[src/hdl/clt_pkg.sv]
// Package for the command-line tokenizer: phase and result codes, character
// constants, the request bundle types and the per-byte phase-machine functions.
// No dependencies.
package clt_pkg;

   localparam int BYTE_W            = 8;
   localparam int IDX_W             = 11;
   localparam int TOKEN_LIMIT_RESET = 1024;
   localparam int SLOTS             = 4;
   localparam int QUEUE_DEPTH       = 2;

   localparam logic [BYTE_W-1:0] CH_NUL   = 8'h00;
   localparam logic [BYTE_W-1:0] CH_SPACE = 8'h20;
   localparam logic [BYTE_W-1:0] CH_QUOTE = 8'h22;
   localparam logic [BYTE_W-1:0] CH_STAR  = 8'h2A;
   localparam logic [BYTE_W-1:0] CH_SLASH = 8'h2F;

   typedef enum logic [2:0] {
      PH_WS,
      PH_WS_SLASH,
      PH_BLOCK,
      PH_BLOCK_STAR,
      PH_QUOTE,
      PH_BARE,
      PH_BARE_SLASH,
      PH_DONE
   } phase_type;

   typedef enum logic [1:0] {
      KIND_CHAR,
      KIND_END,
      KIND_DONE
   } kind_type;

   typedef struct packed {
      kind_type          kind;
      logic [BYTE_W-1:0] data;
      logic [IDX_W-1:0]  index;
   } result_type;

   // Outcome of one byte through the phase machine.
   typedef struct packed {
      phase_type                 phase;
      logic [IDX_W-1:0]          count;
      logic [1:0]                n;
      result_type [SLOTS-1:0]    res;
   } feed_type;

   // All results caused by one request, in order.
   typedef struct packed {
      logic [2:0]             n;
      result_type [SLOTS-1:0] res;
   } bundle_type;

   function automatic logic is_space(logic [BYTE_W-1:0] c);
      return (c != CH_NUL) && ((c <= CH_SPACE) || c[BYTE_W-1]);
   endfunction

   function automatic feed_type emit_res(feed_type f, kind_type k,
                                         logic [BYTE_W-1:0] b, logic [IDX_W-1:0] i);
      feed_type r;
      r = f;
      r.res[r.n] = '{kind: k, data: b, index: i};
      r.n = r.n + 2'd1;
      return r;
   endfunction

   function automatic feed_type finish_res(feed_type f);
      feed_type r;
      r = emit_res(f, KIND_DONE, CH_NUL, f.count);
      r.phase = PH_DONE;
      return r;
   endfunction

   function automatic feed_type end_token(feed_type f);
      return emit_res(f, KIND_END, CH_NUL, f.count - 1'b1);
   endfunction

   function automatic feed_type bare_byte(feed_type f, logic [BYTE_W-1:0] c,
                                          logic [IDX_W-1:0] lim);
      feed_type r;
      r = f;
      if (c == CH_NUL) begin
         r = finish_res(end_token(r));
      end else if (is_space(c)) begin
         r = end_token(r);
         if (r.count >= lim) r = finish_res(r);
         else r.phase = PH_WS;
      end else if (c == CH_QUOTE) begin
         r = end_token(r);
         if (r.count >= lim) begin
            r = finish_res(r);
         end else begin
            r.count = r.count + 1'b1;
            r.phase = PH_QUOTE;
         end
      end else if (c == CH_SLASH) begin
         r.phase = PH_BARE_SLASH;
      end else begin
         r = emit_res(r, KIND_CHAR, c, r.count - 1'b1);
         r.phase = PH_BARE;
      end
      return r;
   endfunction

   // One byte through the phase machine from the given phase and count.
   function automatic feed_type feed(phase_type ph, logic [IDX_W-1:0] cnt,
                                     logic [IDX_W-1:0] lim, logic [BYTE_W-1:0] c);
      feed_type r;
      r = '0;
      r.phase = ph;
      r.count = cnt;
      unique case (ph)
         PH_WS: begin
            if ((r.count >= lim) || (c == CH_NUL)) begin
               r = finish_res(r);
            end else if (is_space(c)) begin
               r.phase = PH_WS;
            end else if (c == CH_SLASH) begin
               r.phase = PH_WS_SLASH;
            end else if (c == CH_QUOTE) begin
               r.count = r.count + 1'b1;
               r.phase = PH_QUOTE;
            end else begin
               r.count = r.count + 1'b1;
               r = emit_res(r, KIND_CHAR, c, r.count - 1'b1);
               r.phase = PH_BARE;
            end
         end
         PH_WS_SLASH: begin
            if (c == CH_SLASH) begin
               r = finish_res(r);
            end else if (c == CH_STAR) begin
               r.phase = PH_BLOCK_STAR;
            end else begin
               r.count = r.count + 1'b1;
               r = emit_res(r, KIND_CHAR, CH_SLASH, r.count - 1'b1);
               r = bare_byte(r, c, lim);
            end
         end
         PH_BLOCK: begin
            if (c == CH_NUL) r = finish_res(r);
            else if (c == CH_STAR) r.phase = PH_BLOCK_STAR;
         end
         PH_BLOCK_STAR: begin
            if (c == CH_NUL) r = finish_res(r);
            else if (c == CH_SLASH) r.phase = PH_WS;
            else if (c != CH_STAR) r.phase = PH_BLOCK;
         end
         PH_QUOTE: begin
            if (c == CH_NUL) begin
               r = finish_res(end_token(r));
            end else if (c == CH_QUOTE) begin
               r = end_token(r);
               if (r.count >= lim) r = finish_res(r);
               else r.phase = PH_WS;
            end else begin
               r = emit_res(r, KIND_CHAR, c, r.count - 1'b1);
            end
         end
         PH_BARE: begin
            r = bare_byte(r, c, lim);
         end
         PH_BARE_SLASH: begin
            if (c == CH_SLASH) begin
               r = finish_res(end_token(r));
            end else if (c == CH_STAR) begin
               r = end_token(r);
               if (r.count >= lim) r = finish_res(r);
               else r.phase = PH_BLOCK_STAR;
            end else begin
               r = emit_res(r, KIND_CHAR, CH_SLASH, r.count - 1'b1);
               r = bare_byte(r, c, lim);
            end
         end
         PH_DONE: begin
            r.phase = PH_DONE;
         end
      endcase
      return r;
   endfunction

endpackage

[src/hdl/clt_front.sv]
// Front end of the tokenizer: accepts request bytes, runs the phase machine
// and hands each request's results as one bundle to the queue.
// Depends on clt_pkg.
module clt_front #(
   parameter int MAX_TOKENS = 1024
) (
   input  logic                                 clock,
   input  logic                                 reset,
   input  logic                                 req_valid,
   output logic                                 req_stall,
   input  logic [clt_pkg::BYTE_W-1:0]           req_in_byte,
   input  logic                                 req_end_of_line,
   input  logic                                 csr_write_enable,
   input  logic [clt_pkg::IDX_W-1:0]            csr_write_data,
   input  logic                                 queue_full,
   output logic                                 push,
   output clt_pkg::bundle_type                  push_data
);
   import clt_pkg::*;

   localparam logic [IDX_W-1:0] LIMIT_AT_RESET = (TOKEN_LIMIT_RESET > MAX_TOKENS) ?
      IDX_W'(MAX_TOKENS) : IDX_W'(TOKEN_LIMIT_RESET);

   phase_type        phase_ff, phase_in;
   logic [IDX_W-1:0] count_ff, count_in;
   logic [IDX_W-1:0] limit_ff, limit_in;
   feed_type         first_feed, second_feed;
   logic             accept;

   assign req_stall = queue_full;
   assign accept    = req_valid && !req_stall;

   // The limit is clamped to the build maximum when it is written.
   assign limit_in = (int'(csr_write_data) > MAX_TOKENS) ? IDX_W'(MAX_TOKENS)
                                                         : csr_write_data;

   // The byte itself, then at end of line an implied zero byte.
   always_comb begin
      first_feed = feed(phase_ff, count_ff, limit_ff, req_in_byte);
      second_feed = '0;
      second_feed.phase = first_feed.phase;
      second_feed.count = first_feed.count;
      if (req_end_of_line) begin
         second_feed = feed(first_feed.phase, first_feed.count, limit_ff, CH_NUL);
      end
   end

   always_comb begin
      phase_in = phase_ff;
      count_in = count_ff;
      if (accept) begin
         if (req_end_of_line) begin
            phase_in = PH_WS;
            count_in = '0;
         end else begin
            phase_in = first_feed.phase;
            count_in = first_feed.count;
         end
      end
   end

   always_comb begin
      push_data.n = {1'b0, first_feed.n} + {1'b0, second_feed.n};
      for (int i = 0; i < SLOTS; i++) begin
         if (3'(i) < {1'b0, first_feed.n}) begin
            push_data.res[i] = first_feed.res[2'(i)];
         end else begin
            push_data.res[i] = second_feed.res[2'(3'(i) - {1'b0, first_feed.n})];
         end
      end
      push = accept && (push_data.n != 3'd0);
   end

   always_ff @(posedge clock) begin
      if (reset) begin
         phase_ff <= PH_WS;
         count_ff <= '0;
         limit_ff <= LIMIT_AT_RESET;
      end else begin
         phase_ff <= phase_in;
         count_ff <= count_in;
         if (csr_write_enable) limit_ff <= limit_in;
      end
   end

endmodule

[src/hdl/clt_queue.sv]
// Short queue of result bundles between the front and back ends.
// Depends on clt_pkg.
module clt_queue (
   input  logic                clock,
   input  logic                reset,
   input  logic                push,
   input  clt_pkg::bundle_type push_data,
   output logic                full,
   input  logic                pop,
   output logic                empty,
   output clt_pkg::bundle_type head
);
   import clt_pkg::*;

   localparam int PTR_W = (QUEUE_DEPTH > 1) ? $clog2(QUEUE_DEPTH) : 1;
   localparam int CNT_W = $clog2(QUEUE_DEPTH + 1);

   bundle_type       entry_ff [QUEUE_DEPTH];
   logic [PTR_W-1:0] wr_ptr_ff, wr_ptr_in;
   logic [PTR_W-1:0] rd_ptr_ff, rd_ptr_in;
   logic [CNT_W-1:0] fill_ff, fill_in;

   assign full  = (fill_ff == CNT_W'(QUEUE_DEPTH));
   assign empty = (fill_ff == '0);
   assign head  = entry_ff[rd_ptr_ff];

   always_comb begin
      wr_ptr_in = wr_ptr_ff;
      rd_ptr_in = rd_ptr_ff;
      fill_in   = fill_ff;
      if (push) begin
         wr_ptr_in = (wr_ptr_ff == PTR_W'(QUEUE_DEPTH - 1)) ? '0 : wr_ptr_ff + 1'b1;
      end
      if (pop) begin
         rd_ptr_in = (rd_ptr_ff == PTR_W'(QUEUE_DEPTH - 1)) ? '0 : rd_ptr_ff + 1'b1;
      end
      if (push && !pop) fill_in = fill_ff + 1'b1;
      else if (pop && !push) fill_in = fill_ff - 1'b1;
   end

   always_ff @(posedge clock) begin
      if (reset) begin
         wr_ptr_ff <= '0;
         rd_ptr_ff <= '0;
         fill_ff   <= '0;
      end else begin
         wr_ptr_ff <= wr_ptr_in;
         rd_ptr_ff <= rd_ptr_in;
         fill_ff   <= fill_in;
      end
   end

   always_ff @(posedge clock) begin
      if (push) entry_ff[wr_ptr_ff] <= push_data;
   end

endmodule

[src/hdl/clt_back.sv]
// Back end of the tokenizer: walks the head bundle of the queue and presents
// its results one per cycle on the response channel while rsp_stall is low.
// Depends on clt_pkg.
module clt_back (
   input  logic                        clock,
   input  logic                        reset,
   input  logic                        empty,
   input  clt_pkg::bundle_type         head,
   output logic                        pop,
   output logic                        rsp_valid,
   input  logic                        rsp_stall,
   output clt_pkg::kind_type           rsp_kind,
   output logic [clt_pkg::BYTE_W-1:0]  rsp_out_byte,
   output logic [clt_pkg::IDX_W-1:0]   rsp_token_index,
   output logic                        rsp_last
);
   import clt_pkg::*;

   logic [1:0] pos_ff, pos_in;
   result_type cur;
   logic       taken;

   assign cur             = head.res[pos_ff];
   assign rsp_valid       = !empty;
   assign rsp_kind        = cur.kind;
   assign rsp_out_byte    = cur.data;
   assign rsp_token_index = cur.index;
   assign rsp_last        = ({1'b0, pos_ff} == (head.n - 3'd1));

   assign taken = rsp_valid && !rsp_stall;
   assign pop   = taken && rsp_last;

   always_comb begin
      pos_in = pos_ff;
      if (taken) pos_in = rsp_last ? 2'd0 : pos_ff + 2'd1;
   end

   always_ff @(posedge clock) begin
      if (reset) pos_ff <= '0;
      else pos_ff <= pos_in;
   end

endmodule

[src/hdl/command_line_tokenizer.sv]
// Command-line tokenizer, top level.
// Request channel (req_valid / req_stall): one byte of a command line per
// request, with req_end_of_line on the final byte. A request is taken at a
// clock edge with req_valid high and req_stall low.
// Response channel (rsp_valid / rsp_stall): token characters, token ends and
// one line-finished marker per line; rsp_last flags the final response of a
// request. A request may cause zero to four responses.
// The first response of a request is shown once its bundle, registered in the
// queue, reaches the head. Throughput: one request per cycle while each gives at
// most one response and the receiver does not stall; a request with more
// responses holds the back end, as the single response port drains the queue.
// csr_write_enable / csr_write_data load the token limit (clamped to
// MAX_TOKENS); write only while the block is idle.
// Reset (synchronous) empties the two-entry queue, returns the parser to
// whitespace skipping with no tokens, and loads a limit of 1024 (or MAX_TOKENS if smaller).
// When the receiver stalls, the response holds; once the queue fills,
// req_stall rises until a bundle drains.
// Depends on clt_pkg, clt_front, clt_queue and clt_back.
module command_line_tokenizer #(
   parameter int MAX_TOKENS = 1024
) (
   input  logic                        clock,
   input  logic                        reset,
   input  logic                        req_valid,
   output logic                        req_stall,
   input  logic [clt_pkg::BYTE_W-1:0]  req_in_byte,
   input  logic                        req_end_of_line,
   output logic                        rsp_valid,
   input  logic                        rsp_stall,
   output clt_pkg::kind_type           rsp_kind,
   output logic [clt_pkg::BYTE_W-1:0]  rsp_out_byte,
   output logic [clt_pkg::IDX_W-1:0]   rsp_token_index,
   output logic                        rsp_last,
   input  logic                        csr_write_enable,
   input  logic [clt_pkg::IDX_W-1:0]   csr_write_data
);
   import clt_pkg::*;

   logic       push, pop, full, empty;
   bundle_type push_data, head;

   clt_front #(.MAX_TOKENS(MAX_TOKENS)) u_front (
      .clock            (clock),
      .reset            (reset),
      .req_valid        (req_valid),
      .req_stall        (req_stall),
      .req_in_byte      (req_in_byte),
      .req_end_of_line  (req_end_of_line),
      .csr_write_enable (csr_write_enable),
      .csr_write_data   (csr_write_data),
      .queue_full       (full),
      .push             (push),
      .push_data        (push_data)
   );

   clt_queue u_queue (
      .clock     (clock),
      .reset     (reset),
      .push      (push),
      .push_data (push_data),
      .full      (full),
      .pop       (pop),
      .empty     (empty),
      .head      (head)
   );

   clt_back u_back (
      .clock           (clock),
      .reset           (reset),
      .empty           (empty),
      .head            (head),
      .pop             (pop),
      .rsp_valid       (rsp_valid),
      .rsp_stall       (rsp_stall),
      .rsp_kind        (rsp_kind),
      .rsp_out_byte    (rsp_out_byte),
      .rsp_token_index (rsp_token_index),
      .rsp_last        (rsp_last)
   );

endmodule

[config.mk]
export PLATFORM = sky130hd
export DESIGN_NAME = command_line_tokenizer
export DESIGN_NICKNAME = d
export VERILOG_FILES = /design/src/hdl/clt_pkg.sv /design/src/hdl/clt_front.sv /design/src/hdl/clt_queue.sv /design/src/hdl/clt_back.sv /design/src/hdl/command_line_tokenizer.sv
export SDC_FILE = /design/constraint.sdc
export NUM_CORES = 1
export LEC_CHECK = 0
export BUFFER_PORTS_ARGS = -buffer_cell sky130_fd_sc_hd__clkbuf_2
export CORE_MARGIN = 10
export CORE_UTILIZATION = 43
export DETAILED_ROUTE_END_ITERATION = 16
export GPL_TIMING_DRIVEN = 1
export SLEW_MARGIN = 20
export SYNTH_ARGS = -nofsm -noshare
export SYNTH_HDL_FRONTEND = slang
export SYNTH_SLANG_ARGS = --single-unit
export TNS_END_PERCENT = 30
[constraint.sdc]
create_clock -name clock -period 24.6 [get_ports clock]
set_input_delay 2.46 -clock clock [delete_from_list [all_inputs] [get_ports clock]]
set_output_delay 2.46 -clock clock [all_outputs]
set_load 0.01 [all_outputs]
# After elaboration in Yosys (flattened, before gate mapping)
# Memory sizes are Yosys's and may differ from the RTL's. A register that Yosys moved wholly into a read port is not among the register bits.
# Index checks and enable logic that the tools add are counted.
# W data, S select, Z words.
# op_classes
add_sub_neg	18
n_lt_le_gt_ge	12
n_eq_ne	19
muxes	71
reduce_logical	24
# ops
cell	n
$mux W100	12
$mux W85	7
$pmux W97 S6	1
$pmux W86 S4	1
$mux W99	3
$mux W97	3
$mux W86	3
$bmux W21 S2	5
$mux W21	8
$sub A11 B1 Y11 const B	4
$mux W3	12
$add A11 B1 Y11 const B	3
$mux W13	2
$eq A8 B6 Y1 const B	3
$pmux W3 S8	1
$ge A11 B11 Y1	2
$mux W11	2
$eq A3 B3 Y1 const B	7
$lt A2 B3 Y1 const B	5
$eq A3 B2 Y1 const B	4
$mux W12	1
$gt A11 B11 Y1 const B	1
$le A8 B6 Y1 const B	1
$logic_not A8 Y1	1
other kinds (25)	52
# totals
register_bits	31
ram_bits	174
in_bits	25
out_inout_bits	24
memories	1
# memory_table
name	words	width	rd	rd_clocked_by_memory_dff	wr	line_no	rtl
u_queue.entry_ff	2	87	1	1	1	clt_queue.sv:18	bundle_type entry_ff [QUEUE_DEPTH];

# Longest topological paths before layout
# Gate-level depths: netlist of the first run.
# logic_depth
word_depth	20
ltp_mapped	25
ltp_nobuf	23

# Modules after synthesis
# From an unflattened synthesis of the first run, not the netlist that was laid out.
# unflattened
cells_unflattened	1403
hier_area_um2	14264.9
# by_module_without_submodules
mod	instances	cells_per_inst	area_each_um2
clt_front	1	1061	6941.7
clt_queue	1	293	6603.8
clt_back	1	49	719.4

# Worst setup path before layout of the first run
# Ideal clock, no wire load.
# synth_path
path_kind	input to register
startpoint	in req_in_byte[7] in the netlist's numbering
endpoint	mem u_queue.entry_ff[0][0] in the netlist's numbering, enable pin
arrival_time_ps	10706
t_required_ps	24006
setup_slack_ps	13300
cell_stages	13
path_buffers	3
path_cell_list	buf_2 > or4b_1 > or4_1 > clkbuf_1 > nand3_1 > a21oi_1 > a2111oi_2 > inv_1 > clkbuf_1 > ha_1 > fa_1 > nor3_1 > nor3_1
# synth_lines
element	line_no	rtl
from (decl)	command_line_tokenizer.sv:26	input logic [clt_pkg::BYTE_W-1:0] req_in_byte,
to (decl)	clt_queue.sv:18	

==> results of run 1 <==
[final cells by class]
type | instances | share of cell area
Inverter | 38 | 0.0104
Tap cell | 384 | 0.0349
Clock inverter | 14 | 0.00953
Multi-Input combinational cell | 1025 | 0.519
Clock buffer | 18 | 0.0311
Sequential cell | 178 | 0.365
Timing Repair Buffer | 71 | 0.0300
[cells in the mapped netlist, types with 32 or more instances]
cell type	count
edfxtp_1	146
nor2_1	126
nand2_1	97
a21oi_1	92
o21ai_0	77
clkbuf_1	66
nor3_1	44
nand3_1	40
inv_1	36
mux4_2	35
dfxtp_1	32
ha_1	32
[cell usage in the layout (no fill, tap or decap), types with 11 or more instances in the layout]
master and count:
ha_1 32, o21ai_0 77, o211ai_1 12, mux4_2 35, nor3_1 42, a21o_1 14, mux2i_1 20, edfxtp_1 146
o21a_1 12, and2_1 18, dfxtp_1 30, nand3_1 40, a22oi_1 23, xnor2_1 29, clkbuf_2 48, nand4_1 16
nor2b_1 17, nor4_1 11, inv_1 36, buf_4 23, a211oi_1 27, clkbuf_16 17, or3_1 12, mux2_2 17
o22ai_1 22, a21oi_1 92, nand2b_1 16, xor2_1 13, and3_1 20, a31oi_1 25, nand2_1 97, nor2_1 126
[flip-flops by register name (all words and copies together), names as in the netlist, named ones only]
signal / flops
u_front.phase_ff: 3
u_queue.fill_ff: 2
u_queue.entry_ff: 146
u_back.pos_ff: 2
u_queue.rd_ptr_ff: 1
u_front.limit_ff: 11
u_queue.wr_ptr_ff: 1
u_front.count_ff: 11
[final timing paths]
| path | start | endpoint | slack, ns | depth (start not counted) |
|---|---|---|---|---|
| worst min register to register | u_front.limit_ff[6] | u_front.limit_ff[6] | 0.48 | 2 |
| worst min-delay path | u_front.limit_ff[6] | u_front.limit_ff[6] | 0.48 | 2 |
| worst max register to register | u_front.count_ff[1] | u_queue.entry_ff[1][51] | 17.16 | 19 |
| worst max-delay path | req_in_byte[7] | u_queue.entry_ff[0][7] | 16.88 | 19 |
[metal layers]
metal | GRT usage | part of all wire | wire [um] | vias up
met5 | 0 | 0 | 0 | -
met4 | 0.0969 | 0.039 | 1590 | 0
met3 | 0.0359 | 0.067 | 2740 | 83
met2 | 0.330 | 0.44 | 18100 | 480
met1 | 0.314 | 0.45 | 18400 | 5356
li1 | - | - | - | 5096
[kinds of logic (layout without fill, tap and decap cells)]
logic type,after synthesis,in the layout
fa+ha+maj,33,33
mux,72,72
xor+xnor,43,43
buf+inv,139,141
simple gates,466,466
compound gates,405,405
flops,178,178
other cells,1,6
[power groups by stage]
| stage | Sequential, mW | Combinational, mW | Clock [mW] |
|---|---|---|---|
| final | 0.452 | 0.440 | 0.265 |
| after global routing | 0.459 | 0.480 | 0.285 |
| after CTS | 0.453 | 0.440 | 0.272 |
| after detailed placement | 0.460 | 0.438 | 0 |
| after global placement | 0.457 | 0.437 | 0 |
| after floorplan | 0.452 | 0.312 | 0 |
[per-stage QoR]
step	instance area, um2	utilization
global route	13800	0.476
global placement	13200	0.457
CTS	13800	0.476
floorplan	12700	-
detailed placement	13200	0.457
finish	13800	0.476
[worst register-to-register path, cell delays in order, from the launching register on]
cell	delay, ns
dfxtp_1	0.68
ha_1	0.36
and2_1	0.36
nand3_1	0.15
xnor2_1	0.46
ha_1	0.34
and3_1	0.23
o2111ai_1	0.14
nand3_1	0.33
a21oi_1	0.48
a21o_1	0.19
a21oi_1	0.10
a2111oi_4	0.34
buf_4	0.34
inv_1	0.43
ha_1	0.38
fa_1	0.58
nor3_1	0.08
nor2_1	0.21
and2_4	0.84
==> key figures, run 1 <==
Outcome
  – Status: complete, no violations

Routing
  – ANT nets after route: 0
  – DR WL/cell: 23.6 um
  – Routed vias: 11000
  – Via density: 6.37
  – Post-route DRC violation count: 0
  – Pre-Repair DR Iteration Count: 5
  – Overall routed net length: 40800 um
  – Initial DRC count: 1285

Synth
  – Post-synthesis adder-cell area fraction: 0.0330
  – Compound-Gate Fraction of Synth Area: 0.215
  – Sequential fraction of the synthesis area: 0.395
  – Dominant synthesized flop cell: edfxtp_1
  – Largest cells by area after synthesis: edfxtp_1, mux4_2, dfxtp_1
  – Ys async rst share: 0
  – EDFF count, synth: 146
  – Yosys reg bits: 178
  – Leading area contributor after synthesis: edfxtp_1
  – Post-Syn Area: 12700 um2
  – Synth warn: 0
  – Synth top area share: 0.345
  – Combinational family with the most area after synthesis: compound AO/OA/AOI/OAI gates
  – Post-Synthesis Cells: roughly 1300
  – Synthesized area per cell: 9.51 um2
  – Simple-Gate Fraction of Synth Area: 0.187
  – Post-Synth XOR/XNOR Area: 0.0307
  – Mux contribution to synthesized area: 0.0928
  – Synth cell types: 96

Final layout
  – Synth-to-Final Area Change: 8.32%
  – Final nets: 1389
  – Area of the multi-input gates: 7160 um2
  – Share of layout cells above drive strength 1: 0.148
  – Fill cells: 2746
  – N_diodes: 0
  – Sequential Area: 5030 um2
  – Layout Cells excl Fill: approximately 1700

Timing
  – Maximum clock rate: 130 MHz
  – Slew @ Worst Pin: 1.07 ns
  – Final Hold Slack: 0.477 ns
  – Worst rel slew slack: 0.268
  – Final Skew: 0.0174 ns
  – Final Hold Vio Count: 0
  – Max-slew violations: 0
  – Final worst setup slack: 16.88 ns
  – Setup TNS: 0 ns
  – Minimum clock period after layout: 7.72 ns
  – RSZ-0062 raised after global routing: no
  – Crit share post-route: 0.314
  – Setup violators final: 0

Clocking
  – Cts hold-fix bufs: 0
  – CTS tree: done
  – # Post-CTS Setup Buffers: 0
  – CTS Root Buffer Type: clkbuf_16
  – Longest Clk Path Bufs: 2
  – Clock Sinks: 178
  – CTS buffer count: 17
  – Clock Latency Late Sink: 0.45 ns
  – Clk pin slew, worst setup/hold paths: roughly 0.08 ns
  – Post_cts resized: 0
  – H-tree levels: 4

Power
  – PnR Total Power: 1.16 mW
  – Pwr Density: about 84 nW/um2
  – Flop pwr share: 0.390
  – Psw: 426 uW
  – Peak VDD IR: 0.0475 mV
  – Sw Share: 0.368
  – Comb power frac: 0.380
  – Pint: approximately 730 uW
  – Cell leakage power: 4.89 nW
  – Clock power share: 0.229

Critical path
  – Crit path buf inv count: 4
  – Worst path top cell family by delay: simple AND/OR/NAND/NOR gates
  – Largest fanout on the critical path: 19
  – CP endpoint kind: flip-flop
  – Arr. time, crit path: 7.88 ns
  – Max stage delay on crit path: approximately 0.63 ns
  – Crit start category: input port
  – Critical path class: input port to flip-flop
  – Slowest stage cell, crit path: or4b_1
  – Required time of the critical path: 24.76 ns
  – CP cell instances: clkbuf_2 > or4b_1 > nor2_1 > buf_4 > clkinv_1 > ha_1 > a211oi_1 > a211o_1 > o21a_1 > nor2_2 > inv_1 > ha_1 > a21boi_1 > nand3_1 > xnor2_1 > nor4_1 > xor2_1 > a211oi_1 > o22ai_1

Placement
  – Dpl hpwl: 29800 um
  – Cell count after placement: 1696
  – Gpl congestion: slightly below 1
  – PortBufs: 48
  – Place WS: 16.65 ns

Floorplan
  – Total die area: 36900 um2
  – # IOs: 49
  – CORE AREA: 28900 um2
  – Row count: 62
  – Starting Density: 0.440
  – Die span in y: 192 um
  – Die X: ~190 um

GRT
  – First-pass GRT wire length: ~64000 um
  – Initial antenna violation count: 0
  – GRT Overall Usage: 0.222
  – GRT overflow: 0
  – Largest net degree at the start of global routing: 74
  – Vias in the first global route: between 10000 and 15000

Hold path
  – Hold WC Path Type: flip-flop to flip-flop

Flow run
  – Count of max-cap constraint violations: 0
(Power assumes the default switching activity.)
==> run 2, diff against run 1 <==
- ABC_AREA: not set -> 1
- clock period: 24.6 -> 7.4 ns (I/O delays scaled with it)
==> key figures, run 2 <==
Outcome
  – Status: complete, no violations

Hold path
  – Hold WC Path Type: flip-flop to flip-flop
  – Hold path startpoint: u_front.limit_ff[9]
  – WHS Path Cells: 2 (unchanged)

Critical path
  – Required time of the critical path: 7.51 ns (-17.25 ns)
  – Worst Reg2Reg Path Length in Cells: 26 (+7)
  – Crit path buf inv count: 6 (+2)
  – Worst R2R Setup Slack: 1.09 ns (-16.07 ns)
  – Critical path class: flip-flop to flip-flop
  – Crit Reg-Reg Startpoint: u_front.count_ff[0]
  – Arr. time, crit path: 6.42 ns (-1.46 ns)
  – Max stage delay on crit path: 0.68 ns (+0.05 ns)
  – Setup crit start: u_front.count_ff[0]
  – Reg-to-reg critical path endpoint: u_queue.entry_ff[0][72]
  – Worst path top cell family by delay: simple AND/OR/NAND/NOR gates
  – CP Capture Point: u_queue.entry_ff[0][72]
  – Largest fanout on the critical path: 55 (+36)
  – Slowest stage cell, crit path: dfxtp_1
  – Most frequent cell on the critical path: ha_1
  – CP endpoint kind: flip-flop
  – Stages on the worst setup path: 26 (+7)
  – Crit start category: flip-flop

Timing
  – RSZ-0062 raised after global routing: no
  – Final Skew: 0.0206 ns (+0.00318 ns)
  – Final Hold Vio Count: 0 (unchanged)
  – Max-slew violations: 0 (unchanged)
  – Final Hold Slack: 0.470 ns (-0.00689 ns)
  – Setup TNS: 0 ns (unchanged)
  – Setup violators final: 0 (unchanged)
  – Worst rel slew slack: 0.366 (+0.0980)
  – Maximum clock rate: ~160 MHz
  – Final worst setup slack: 1.09 ns (-15.79 ns)
  – Crit share post-route: 0.853
  – Minimum clock period after layout: ~6.3 ns
  – Slew @ Worst Pin: 0.951 ns (-0.119 ns)

Synth
  – Post-Synthesis Cells: 1639 (+23%)
  – Top post-synthesis cells by count: nand2_1, nor2_1, edfxtp_1, o21ai_0, nand3_1
  – Synth top area share: 0.350 (+0.00579)
  – Most frequent cell after synthesis: nand2_1
  – Ys async rst share: 0 (unchanged)
  – Dominant synthesized flop cell: edfxtp_1
  – Post-Syn Area: 12500 um2 (-1.7%)
  – EDFF count, synth: 146 (unchanged)
  – Yosys reg bits: 178 (unchanged)
  – Leading area contributor after synthesis: edfxtp_1
  – Synthesized area per cell: 7.63 um2 (-20%)
  – Synth warn: 0 (unchanged)
  – Sequential fraction of the synthesis area: 0.402 (+0.00664)
  – Largest cells by area after synthesis: edfxtp_1, nand2_1, nor2_1
  – Synth cell types: 62 (-35%)

Placement
  – Dpl hpwl: 30700 um (+3.0%)
  – PortBufs: 48 (unchanged)
  – Place WS: 1.21 ns (-15.44 ns)
  – Gpl congestion: 0.997 (+1.2%)

Clocking
  – Clock Sinks: 178 (unchanged)
  – CTS tree: done
  – CTS buffer count: 17 (unchanged)
  – Post_cts resized: 0 (unchanged)
  – Clock Latency Late Sink: 0.45 ns (about the same)
  – Longest Clk Path Bufs: 2 (unchanged)
  – H-tree levels: 4 (unchanged)
  – Clk pin slew, worst setup/hold paths: 0.08 ns (about the same)
  – # Post-CTS Setup Buffers: 0 (unchanged)
  – Cts hold-fix bufs: 0 (unchanged)
  – CTS Root Buffer Type: clkbuf_16

Floorplan
  – CORE AREA: 28700 um2 (-0.80%)
  – Total die area: 36300 um2 (-1.5%)
  – Starting Density: 0.436 (-0.00376)
  – Die span in y: 191 um (-0.74%)
  – Die X: 191 um (-0.74%)
  – # IOs: 49 (unchanged)
  – Row count: 62 (unchanged)

GRT
  – Vias in the first global route: 10900 (+4.0%)
  – GR peak layer: met2
  – GR Layer Usage met1: 0.305 (-0.00880)
  – Largest net degree at the start of global routing: 74 (unchanged)
  – GRT overflow: 0 (unchanged)
  – GR Layer Usage met2: 0.362 (+0.0313)
  – First-pass GRT wire length: 64400 um (+1.2%)
  – Initial antenna violation count: 1 (+1)
  – Met3 Usage GRT: 0.0307 (-0.00518)
  – GRT Overall Usage: 0.226 (+0.00340)

Final layout
  – Synth-to-Final Area Change: 10.0%
  – Largest regs: u_queue.entry_ff x146, u_front.count_ff x11, u_front.limit_ff x11
  – Share of layout cells above drive strength 1: 0.140 (-0.00777)
  – Largest reg by FF count: u_queue.entry_ff
  – Number of flip-flops in the largest register: 146 (unchanged)
  – Final nets: 1720 (+24%)
  – Commonest non-fill, non-tap cells in the layout: nand2_1, nor2_1, edfxtp_1, o21ai_0, nand3_1
  – Most common cell after layout, fill and taps aside: nand2_1
  – N_diodes: 0 (unchanged)

Routing
  – Routed vias: 11700 (+6.5%)
  – DR WL/cell: 20.0 um (-15%)
  – Pre-Repair DR Iteration Count: 5 (unchanged)
  – ANT nets after route: 0 (unchanged)
  – Via density: 5.70 (-11%)
  – Post-route DRC violation count: 0 (unchanged)
  – Overall routed net length: 41200 um (+1.1%)
  – Initial DRC count: 1083 (-16%)

Power
  – Cell leakage power: 5.57 nW (+14%)
  – Peak VDD IR: 0.168 mV (+250%)
  – Pwr Density: 278 nW/um2 (+230%)

Flow run
  – Count of max-cap constraint violations: 0 (unchanged)
## run 2: changes by cell type in the layout (fill, tap and decap cells not counted), sizes merged, moves of 18 or more
cell    change
nor2      +115
nand3      +76
a22oi      -19
and2       -23
o21ai      +76
a211oi     -20
xnor2      -25
mux4       -35
and3       -18
nand2     +270
inv       +114
## run 2: how the worst min path moves through the flow
stage | slack (ns) | endpoint
2_1_floorplan | 0.45 | u_front.limit_ff[9]
3_3_place_gp | 0.46 | u_front.limit_ff[9]
3_5_place_dp | 0.46 | u_front.limit_ff[9]
4_1_cts | 0.47 | u_front.limit_ff[9]
5_1_grt | 0.50 | u_front.limit_ff[9]
6_report | 0.47 | u_front.limit_ff[9]
## run 2: stage by stage
| step | instances | util | instance area (um2) | power (mW) |
|---|---|---|---|---|
| floorplan | 1644 | - | 12500 | 2.40 |
| global placement | 2027 | 0.458 | 13100 | 2.84 |
| detailed placement | 2027 | 0.458 | 13100 | 2.85 |
| CTS | 2059 | 0.479 | 13800 | 3.84 |
| global route | 2059 | 0.479 | 13800 | 4.04 |
| finish | 2059 | 0.479 | 13800 | 3.82 |
## run 2: logic make-up after synthesis
logic type / count (synthesis) / synth area share
muxes: 3 / 0.00240
AOI/OAI and AO/OA: 364 / 0.165
adders and majority gates: 33 / 0.0336
buffers and inverters: 218 / 0.0687
other: 1 / 0.000300
and+or+nand+nor: 808 / 0.304
DFF: 178 / 0.402
xor gates and xnor gates: 34 / 0.0244
## run 2: final cells by class
type / count / area [um2]
clock inverter: 13 / 196
fill: 2847 / 14900
sequential: 178 / 5030
multi-input combinational: 1248 / 6660
timing repair buffer: 64 / 385
clock buffer: 19 / 433
inverter: 153 / 578
tap: 384 / 480
## run 2: layer usage
metal  vias up  wire length, um
met3        76             2160
met5         -                7
met1      5561            18600
met4         2             1240
met2       409            19200
li1       5686                -
## run 2: tightest hold or removal path, stage by stage, from the launching register on
cell	delay, ns
dfxtp_1	0.32
nand2_1	0.06
a21oi_1	0.05
## run 2: where the power goes
part	leakage [nW]	switching (mW)	internal, mW
Sequential	1.64	0.0661	1.37
Clock	0.300	0.411	0.574
Combinational	3.63	0.975	0.424
Total	5.57	1.45	2.37
